**config.mk**
```make
export PLATFORM = sky130hd
export DESIGN_NAME = positional_array_insert_delete_core
export DESIGN_NICKNAME = d
export VERILOG_FILES = /design/src/rtl/core/paid_pkg.sv /design/src/rtl/core/paid_dp.sv /design/src/rtl/core/paid_ctrl.sv /design/src/rtl/core/positional_array_insert_delete_core.sv
export SDC_FILE = /design/constraint.sdc
export NUM_CORES = 2
export LEC_CHECK = 0
export BUFFER_PORTS_ARGS = -buffer_cell sky130_fd_sc_hd__buf_4
export CAP_MARGIN = 30
export CORE_AREA = 5 5 430 432
export DETAILED_ROUTE_END_ITERATION = 10
export DIE_AREA = 0 0 435 437
export PLACE_DENSITY = 0.69
export SLEW_MARGIN = 20
export SYNTH_ARGS = -nofsm -noshare
export SYNTH_HDL_FRONTEND = slang
export SYNTH_SLANG_ARGS = --single-unit
```
**constraint.sdc**
```tcl
create_clock -name clk -period 7.9 [get_ports clk]
set_input_delay 1.58 -clock clk [delete_from_list [all_inputs] [get_ports clk]]
set_output_delay 1.58 -clock clk [all_outputs]
set_load 0.02 [all_outputs]
```
**src/rtl/core/paid_pkg.sv**
```systemverilog
// ----------------------------------------------------------------------------
// paid_pkg: shared types and constants for the positional array core
// Holds the field widths, operation and status codes, and the command and
// status bundles that pass between the controller and the datapath.
// ----------------------------------------------------------------------------
package paid_pkg;

  // Storage geometry.
  localparam int CAPACITY = 64;
  localparam int ADDR_W   = $clog2(CAPACITY);

  // Field widths of the items.
  localparam int MODE_W = 2;
  localparam int POS_W  = 7;
  localparam int DATA_W = 32;
  localparam int ST_W   = 2;
  localparam int CNT_W  = 7;

  // Operation codes carried in the input tuser.
  localparam logic [MODE_W-1:0] MODE_INSERT  = 2'd0;
  localparam logic [MODE_W-1:0] MODE_DELETE  = 2'd1;
  localparam logic [MODE_W-1:0] MODE_DISPLAY = 2'd2;

  // Status codes carried in the output tuser.
  localparam logic [ST_W-1:0] ST_OK     = 2'd0;
  localparam logic [ST_W-1:0] ST_BADPOS = 2'd1;
  localparam logic [ST_W-1:0] ST_EMPTY  = 2'd2;
  localparam logic [ST_W-1:0] ST_FULL   = 2'd3;

  // Memory read operations; each one but RD_NONE also sets the walk pointer.
  typedef enum logic [2:0] {
    RD_NONE,
    RD_TOP,
    RD_POS,
    RD_ZERO,
    RD_DEC,
    RD_INC
  } rd_op_t;

  // Memory write operations.
  typedef enum logic [1:0] {
    WR_NONE,
    WR_UP,
    WR_DOWN,
    WR_PUT
  } wr_op_t;

  // Element count updates.
  typedef enum logic [1:0] {
    CNT_HOLD,
    CNT_INC,
    CNT_DEC
  } cnt_op_t;

  // Commands from the controller to the datapath.
  typedef struct packed {
    logic            cap;
    rd_op_t          rd;
    wr_op_t          wr;
    cnt_op_t         cnt;
    logic            st_ld;
    logic [ST_W-1:0] st;
    logic            out_ld;
    logic            out_elem;
  } paid_cmd_t;

  // Status from the datapath to the controller.
  typedef struct packed {
    logic cnt_zero;
    logic cnt_full;
    logic ins_pos_ok;
    logic del_pos_ok;
    logic ins_at_end;
    logic del_at_end;
    logic ptr_at_pos;
    logic ptr_at_top;
    logic out_free;
  } paid_stat_t;

endpackage

```
**src/rtl/core/paid_dp.sv**
```systemverilog
// ----------------------------------------------------------------------------
// paid_dp: element store, count and result register
// Holds the element memory with one write and one registered read port, the
// element count, the walk pointer used for shifts and readout, and the
// output register of the result channel.
// ----------------------------------------------------------------------------
module paid_dp (
  input  logic                           clk,
  input  logic                           rst_n,
  input  logic [paid_pkg::POS_W-1:0]     in_position,
  input  logic [paid_pkg::DATA_W-1:0]    in_value,
  input  paid_pkg::paid_cmd_t            cmd,
  output paid_pkg::paid_stat_t           stat,
  input  logic                           out_ready,
  output logic                           out_valid,
  output logic [paid_pkg::ST_W-1:0]      out_status,
  output logic [paid_pkg::CNT_W-1:0]     out_count,
  output logic [paid_pkg::DATA_W-1:0]    out_element,
  output logic                           out_last
);

  logic [paid_pkg::DATA_W-1:0] mem [paid_pkg::CAPACITY];
  logic [paid_pkg::DATA_W-1:0] rdata_r;
  logic [paid_pkg::CNT_W-1:0]  count_r, count_nxt;
  logic [paid_pkg::ADDR_W-1:0] ptr_r, ptr_nxt;
  logic [paid_pkg::ADDR_W-1:0] pos_r;
  logic [paid_pkg::DATA_W-1:0] val_r;
  logic [paid_pkg::ST_W-1:0]   st_r;

  logic                        out_valid_r;
  logic [paid_pkg::ST_W-1:0]   out_status_r;
  logic [paid_pkg::CNT_W-1:0]  out_count_r;
  logic [paid_pkg::DATA_W-1:0] out_elem_r;
  logic                        out_last_r;

  logic                        rd_en;
  logic [paid_pkg::ADDR_W-1:0] rd_addr;
  logic                        wr_en;
  logic [paid_pkg::ADDR_W-1:0] wr_addr;
  logic [paid_pkg::DATA_W-1:0] wr_data;
  logic [paid_pkg::CNT_W:0]    count_ext;
  logic [paid_pkg::CNT_W:0]    pos_ext;
  logic [paid_pkg::CNT_W:0]    ptr_ext;
  logic [paid_pkg::ADDR_W-1:0] in_idx;

  // Zero-extended copies for the position and pointer compares.
  assign count_ext = {1'b0, count_r};
  assign pos_ext   = {1'b0, in_position};
  assign ptr_ext   = (paid_pkg::CNT_W + 1)'(ptr_r);
  assign in_idx    = paid_pkg::ADDR_W'(in_position);

  // Status toward the controller.
  always_comb begin
    stat.cnt_zero   = (count_r == '0);
    stat.cnt_full   = (count_ext >= (paid_pkg::CNT_W + 1)'(paid_pkg::CAPACITY));
    stat.ins_pos_ok = (in_position != '0) && (pos_ext <= count_ext + 1'b1);
    stat.del_pos_ok = (in_position != '0) && (pos_ext <= count_ext);
    stat.ins_at_end = (pos_ext == count_ext + 1'b1);
    stat.del_at_end = (pos_ext == count_ext);
    stat.ptr_at_pos = (ptr_r == pos_r);
    stat.ptr_at_top = (ptr_ext + 1'b1 == count_ext);
    stat.out_free   = !out_valid_r || out_ready;
  end

  // Read address and walk pointer update.
  always_comb begin
    rd_en   = 1'b1;
    rd_addr = ptr_r;
    unique case (cmd.rd)
      paid_pkg::RD_NONE: rd_en   = 1'b0;
      paid_pkg::RD_TOP:  rd_addr = paid_pkg::ADDR_W'(count_r - 1'b1);
      paid_pkg::RD_POS:  rd_addr = in_idx;
      paid_pkg::RD_ZERO: rd_addr = '0;
      paid_pkg::RD_DEC:  rd_addr = ptr_r - 1'b1;
      paid_pkg::RD_INC:  rd_addr = ptr_r + 1'b1;
      default:           rd_en   = 1'b0;
    endcase
    ptr_nxt = rd_en ? rd_addr : ptr_r;
  end

  // Write address and data: shift up, shift down or place the new value.
  always_comb begin
    wr_en   = 1'b1;
    wr_addr = ptr_r;
    wr_data = rdata_r;
    unique case (cmd.wr)
      paid_pkg::WR_NONE: wr_en   = 1'b0;
      paid_pkg::WR_UP:   wr_addr = ptr_r + 1'b1;
      paid_pkg::WR_DOWN: wr_addr = ptr_r - 1'b1;
      paid_pkg::WR_PUT: begin
        wr_addr = pos_r;
        wr_data = val_r;
      end
      default:           wr_en   = 1'b0;
    endcase
  end

  // Count update.
  always_comb begin
    unique case (cmd.cnt)
      paid_pkg::CNT_INC: count_nxt = count_r + 1'b1;
      paid_pkg::CNT_DEC: count_nxt = count_r - 1'b1;
      default:           count_nxt = count_r;
    endcase
  end

  // Element memory.
  always_ff @(posedge clk) begin
    if (wr_en) begin
      mem[wr_addr] <= wr_data;
    end
  end

  always_ff @(posedge clk) begin
    if (rd_en) begin
      rdata_r <= mem[rd_addr];
    end
  end

  // Control registers.
  always_ff @(posedge clk) begin
    if (!rst_n) begin
      count_r     <= '0;
      out_valid_r <= 1'b0;
    end else begin
      count_r <= count_nxt;
      if (cmd.out_ld) begin
        out_valid_r <= 1'b1;
      end else if (out_ready) begin
        out_valid_r <= 1'b0;
      end
    end
  end

  // Payload registers.
  always_ff @(posedge clk) begin
    ptr_r <= ptr_nxt;
    if (cmd.cap) begin
      pos_r <= paid_pkg::ADDR_W'(in_position - 1'b1);
      val_r <= in_value;
    end
    if (cmd.st_ld) begin
      st_r <= cmd.st;
    end
    if (cmd.out_ld) begin
      out_count_r <= count_r;
      if (cmd.out_elem) begin
        out_status_r <= paid_pkg::ST_OK;
        out_elem_r   <= rdata_r;
        out_last_r   <= stat.ptr_at_top;
      end else begin
        out_status_r <= st_r;
        out_elem_r   <= '0;
        out_last_r   <= 1'b1;
      end
    end
  end

  assign out_valid   = out_valid_r;
  assign out_status  = out_status_r;
  assign out_count   = out_count_r;
  assign out_element = out_elem_r;
  assign out_last    = out_last_r;

`ifndef SYNTH
  // The count never passes the capacity.
  a_count_bound: assert property (@(posedge clk) disable iff (!rst_n)
    count_ext <= (paid_pkg::CNT_W + 1)'(paid_pkg::CAPACITY))
    else $error("element count above capacity");

  // An insert never completes into a full store.
  a_no_inc_full: assert property (@(posedge clk) disable iff (!rst_n)
    (cmd.cnt == paid_pkg::CNT_INC) |-> !stat.cnt_full)
    else $error("count raised on a full store");

  // A result is never loaded over one that is still waiting.
  a_no_overrun: assert property (@(posedge clk) disable iff (!rst_n)
    cmd.out_ld |-> stat.out_free)
    else $error("pending result overwritten");

  // A delete never lowers an empty count.
  a_no_dec_empty: assert property (@(posedge clk) disable iff (!rst_n)
    (cmd.cnt == paid_pkg::CNT_DEC) |-> !stat.cnt_zero)
    else $error("count lowered on an empty store");
`endif

endmodule

```
**src/rtl/core/paid_ctrl.sv**
```systemverilog
// ----------------------------------------------------------------------------
// paid_ctrl: sequencing state machine
// Checks each operation against the count and position, then steps the
// datapath through the shift walk, the value write or the readout, and
// hands the result to the output register.
// ----------------------------------------------------------------------------
module paid_ctrl (
  input  logic                          clk,
  input  logic                          rst_n,
  input  logic                          in_valid,
  input  logic [paid_pkg::MODE_W-1:0]   in_mode,
  output logic                          in_ready,
  input  paid_pkg::paid_stat_t          stat,
  output paid_pkg::paid_cmd_t           cmd
);

  localparam logic [2:0] S_IDLE      = 3'd0;
  localparam logic [2:0] S_INS_SHIFT = 3'd1;
  localparam logic [2:0] S_INS_PUT   = 3'd2;
  localparam logic [2:0] S_DEL_SHIFT = 3'd3;
  localparam logic [2:0] S_DISP      = 3'd4;
  localparam logic [2:0] S_RESP      = 3'd5;

  logic [2:0] state_r, state_nxt;

  assign in_ready = (state_r == S_IDLE);

  // Next state and datapath commands.
  always_comb begin
    state_nxt    = state_r;
    cmd.cap      = 1'b0;
    cmd.rd       = paid_pkg::RD_NONE;
    cmd.wr       = paid_pkg::WR_NONE;
    cmd.cnt      = paid_pkg::CNT_HOLD;
    cmd.st_ld    = 1'b0;
    cmd.st       = paid_pkg::ST_OK;
    cmd.out_ld   = 1'b0;
    cmd.out_elem = 1'b0;
    unique case (state_r)
      S_IDLE: begin
        if (in_valid) begin
          cmd.st_ld = 1'b1;
          state_nxt = S_RESP;
          unique case (in_mode)
            paid_pkg::MODE_INSERT: begin
              if (stat.cnt_full) begin
                cmd.st = paid_pkg::ST_FULL;
              end else if (!stat.ins_pos_ok) begin
                cmd.st = paid_pkg::ST_BADPOS;
              end else begin
                cmd.cap = 1'b1;
                if (stat.ins_at_end) begin
                  state_nxt = S_INS_PUT;
                end else begin
                  cmd.rd    = paid_pkg::RD_TOP;
                  state_nxt = S_INS_SHIFT;
                end
              end
            end
            paid_pkg::MODE_DELETE: begin
              if (stat.cnt_zero) begin
                cmd.st = paid_pkg::ST_EMPTY;
              end else if (!stat.del_pos_ok) begin
                cmd.st = paid_pkg::ST_BADPOS;
              end else if (stat.del_at_end) begin
                cmd.cnt = paid_pkg::CNT_DEC;
              end else begin
                cmd.rd    = paid_pkg::RD_POS;
                state_nxt = S_DEL_SHIFT;
              end
            end
            paid_pkg::MODE_DISPLAY: begin
              if (stat.cnt_zero) begin
                cmd.st = paid_pkg::ST_EMPTY;
              end else begin
                cmd.rd    = paid_pkg::RD_ZERO;
                state_nxt = S_DISP;
              end
            end
            default: begin
              cmd.st = paid_pkg::ST_OK;
            end
          endcase
        end
      end
      // Move one element up per cycle, walking down to the insert point.
      S_INS_SHIFT: begin
        cmd.wr = paid_pkg::WR_UP;
        if (stat.ptr_at_pos) begin
          state_nxt = S_INS_PUT;
        end else begin
          cmd.rd = paid_pkg::RD_DEC;
        end
      end
      S_INS_PUT: begin
        cmd.wr    = paid_pkg::WR_PUT;
        cmd.cnt   = paid_pkg::CNT_INC;
        state_nxt = S_RESP;
      end
      // Move one element down per cycle, walking up to the top.
      S_DEL_SHIFT: begin
        cmd.wr = paid_pkg::WR_DOWN;
        if (stat.ptr_at_top) begin
          cmd.cnt   = paid_pkg::CNT_DEC;
          state_nxt = S_RESP;
        end else begin
          cmd.rd = paid_pkg::RD_INC;
        end
      end
      // Stream elements out; the next read goes out with each load.
      S_DISP: begin
        if (stat.out_free) begin
          cmd.out_ld   = 1'b1;
          cmd.out_elem = 1'b1;
          if (stat.ptr_at_top) begin
            state_nxt = S_IDLE;
          end else begin
            cmd.rd = paid_pkg::RD_INC;
          end
        end
      end
      S_RESP: begin
        if (stat.out_free) begin
          cmd.out_ld = 1'b1;
          state_nxt  = S_IDLE;
        end
      end
      default: begin
        state_nxt = S_IDLE;
      end
    endcase
  end

  always_ff @(posedge clk) begin
    if (!rst_n) begin
      state_r <= S_IDLE;
    end else begin
      state_r <= state_nxt;
    end
  end

endmodule

```
**src/rtl/core/positional_array_insert_delete_core.sv**
```systemverilog
// ----------------------------------------------------------------------------
// positional_array_insert_delete_core: ordered array with insert and delete
// Keeps up to 64 signed 32-bit elements in order. Insert and delete work at a
// 1-based position and shift the later elements; display streams them out.
//
//   Channel  | Direction | Content
//   in_      | input     | mode in tuser; position, value in tdata
//   out_     | output    | status in tuser; count, element in tdata; last
//
// An insert runs its shift walk, if any, and the value write before the
// result step, a delete its shift walk, if any; a display streams the
// elements out, and a rejected item or unused mode goes to the result
// step. The memory's single read and write port move one element per cycle.
// Synchronous active-low reset clears the count and the channel state; the
// element memory is not cleared. A result waits in the output register
// while the next item is accepted; the display readout and the final result
// step wait while the output register is full and out_tready is low.
// ----------------------------------------------------------------------------
module positional_array_insert_delete_core (
  input  logic        clk,
  input  logic        rst_n,
  input  logic        in_tvalid,
  output logic        in_tready,
  input  logic [39:0] in_tdata,   // position [6:0], value [38:7]
  input  logic [1:0]  in_tuser,   // mode [1:0]
  output logic        out_tvalid,
  input  logic        out_tready,
  output logic [39:0] out_tdata,  // count [6:0], element [38:7]
  output logic [1:0]  out_tuser,  // status [1:0]
  output logic        out_tlast
);

  paid_pkg::paid_cmd_t          cmd;
  paid_pkg::paid_stat_t         stat;
  logic [paid_pkg::CNT_W-1:0]   out_count;
  logic [paid_pkg::DATA_W-1:0]  out_element;

  // Sequencer.
  paid_ctrl u_ctrl (
    .clk      (clk),
    .rst_n    (rst_n),
    .in_valid (in_tvalid),
    .in_mode  (in_tuser),
    .in_ready (in_tready),
    .stat     (stat),
    .cmd      (cmd)
  );

  // Store, count and result register.
  paid_dp u_dp (
    .clk         (clk),
    .rst_n       (rst_n),
    .in_position (in_tdata[6:0]),
    .in_value    (in_tdata[38:7]),
    .cmd         (cmd),
    .stat        (stat),
    .out_ready   (out_tready),
    .out_valid   (out_tvalid),
    .out_status  (out_tuser),
    .out_count   (out_count),
    .out_element (out_element),
    .out_last    (out_tlast)
  );

  // Pack the result fields, lowest first, padded to whole bytes.
  assign out_tdata = {1'b0, out_element, out_count};

endmodule
```
==> metrics.yaml <==
slew_headroom_pct: 18.9
synth_mux_area_share_pct: 0.469
cts-resized-gates: 0
fill_cells: 13703
die_h_microns: 437
hold_viol: 0
maxSlewViolCount: 0
ant_nets: 0
gp_congestion: 0.904
async_reset_ff_share_pct: 0
yosys_warnings: 0
yosysMostFrequentCell: "edfxtp_1"
start_util_pct: 49.7
maxCapViolCount: 0
drt_iter0_drc: 7924
synth_top_area_share_pct: 72.7
cp-start-kind: "register"
firstDrtPassIters: 9
synthAdderAreaFrac_pct: 0.307
ys_seq_area_share_pct: 72.9
grt.total_usage_pct: 25.9
avgSynthCellArea_sq_um: 15.5
synthXorXnorAreaFrac_pct: 0.331
worstSetupPathType: "reg2reg"
timing.setup.tns_ps: 0
ctsLongestPathBuffers: 3
io_pins: 91
core_sq_um: 180000
cts_buffers: 209
drc: 0
wl_per_cell_microns: 30.9
hold_class: "reg2reg"
min_period_ps: 6940
die_area_sq_um: 190000
synth_compound_area_share_pct: 12.0
dp_hpwl_microns: 129000
num_vias: 57255
cts.reportedPaths.clkPinSlew_ps: 60
layout.nets: 5758
crit_path_max_fanout: 59
area_delta_synth_final_pct: 12.1
status: "finished clean"
synth_top_cell_by_area: "edfxtp_1"
synth_commonest_cells: "2168 x edfxtp_1, 1015 x and3_1, 1009 x a2111oi_0, 522 x clkbuf_1, 251 x or4_1"
crit_required_ps: 8600
fin_skew_ps: 53.7
synth_simple_gate_area_share_pct: 11.0
htree_levels: 4
setup_violations: 0
synthTopCellsByArea: "edfxtp_1 73%, a2111oi_0 9.9%, and3_1 7.1%"
syn-cell-area_sq_um: 89600
grt_pass1_wl_microns: 370000
ys.flop_type: "edfxtp_1"
first_global_vias: 55295
cp.arrival_ps: 7630
grt_max_degree: 282
antenna_found_initial: 27
cts_setup_buffers: 0
root_buffer: "clkbuf_16"
rows: 156
synth_top_family_by_area: "compound AO/OA/AOI/OAI gates"
wl_microns: 255000
endpoint_kind: "register"
clk_latency_ps: 860
min_period_over_period_pct: 87.8
cts_tree: "built"
worst_pin_slew_ps: 1220
synth-seq-cells: 2179
clock-sinks: 2179
rsz0062_at_grt: "false"
yosys.cell_types.count: 75
port_buffers: 88
drive_gt1_share_pct: 13.1
syn_nets: 5834
die_x_microns: 435
holdBufCountCts: 0
grt.overflow.total: 0
synth_edf_count: 2168
synth_cells: 5766
vias_per_cell: 6.94
max_freq_mhz: 144
-- state kept, by name (all words and copies together) (netlist names) --
name,cells
u_ctrl.state_r,3
u_dp.count_r,7
u_dp.mem,2048
u_dp.out_count,7
u_dp.out_element,32
u_dp.out_last,1
u_dp.out_status,2
u_dp.out_valid,1
u_dp.pos_r,6
u_dp.ptr_r,6
u_dp.rdata_r,32
u_dp.st_r,2
u_dp.val_r,32
-- area by class of cell --
cell class	count	area [sq um]	area share, %
sequential	2179	65300	65.0
multi-input combinational	2936	22200	22.1
clock buffer	242	5420	5.39
timing repair buffer	332	3020	3.01
tap	2370	2970	2.95
clock inverter	147	1360	1.35
inverter	32	138	0.137
antenna	9	22.5	0.0224
-- worst max-delay path, cell delays in order (launching register included) --
cell       delay [ps]
dfxtp_1           580
ha_1              280
nand3_1           140
or3_1             410
xnor2_1           150
ha_1              300
and3_1            180
a221oi_1          360
nand4_1           420
nor3b_2           350
and2_4            190
inv_4             550
o22ai_4           200
inv_8             400
buf_12            310
buf_4             190
a2111oi_0          70
or4_1             550
a22oi_1           710
and4_1            340
-- kinds of logic after synthesis --
group,count (synthesis)
flops,2179
simple gates,1570
compound gates,1272
buf+inv,651
mux,38
xor+xnor,33
fa+ha+maj,22
other cells,1
-- layout by cell type (no fill, tap or decap), types with 22 or more instances in the layout --
cell type / count
clkbuf_16: 212
nor2_4: 71
inv_1: 27
or4_1: 251
clkinv_2: 55
buf_4: 287
nor2_1: 28
and4_1: 31
buf_12: 40
clkinv_1: 55
nand2_1: 42
and3_1: 1015
a21oi_1: 32
a2111oi_0: 1009
clkbuf_1: 30
nand3_1: 22
a22oi_1: 127
mux2_2: 31
ha_1: 22
edfxtp_1: 2168
o21ai_0: 28
and2_1: 39
-- through the flow --
stage	cells	hold WS [ps]	setup slack, ps	util [%]	instance area (sq um)
after floorplan	5766	403	2750	-	89600
after global placement	7844	511	778	51.9	93600
after detailed placement	7848	506	741	52.0	93600
after CTS	8237	516	1060	55.7	100000
after global routing	8242	544	779	55.8	100000
final	8247	518	961	55.8	100000
-- layer usage --
layer	up-vias	track usage (%)	wire length, microns
li1	24335	-	-
met1	28906	35.7	99300
met2	3437	39.9	116000
met3	569	5.57	27300
met4	8	11.6	11500
met5	-	0	48
-- worst paths after layout --
| kind | start | end | slack [ps] | depth (start not counted) |
|---|---|---|---|---|
| min | u_dp.st_r[0] | u_dp.out_status[0] | 520 | 1 |
| max reg2reg | u_dp.count_r[0] | u_dp.rdata_r[26] | 960 | 19 |
| min reg2reg | u_dp.st_r[0] | u_dp.out_status[0] | 520 | 1 |
| max | u_dp.count_r[0] | u_dp.rdata_r[26] | 960 | 19 |
Power is not shown: default switching activity piles up to over one toggle a cycle in this logic, so the estimate is an artifact.
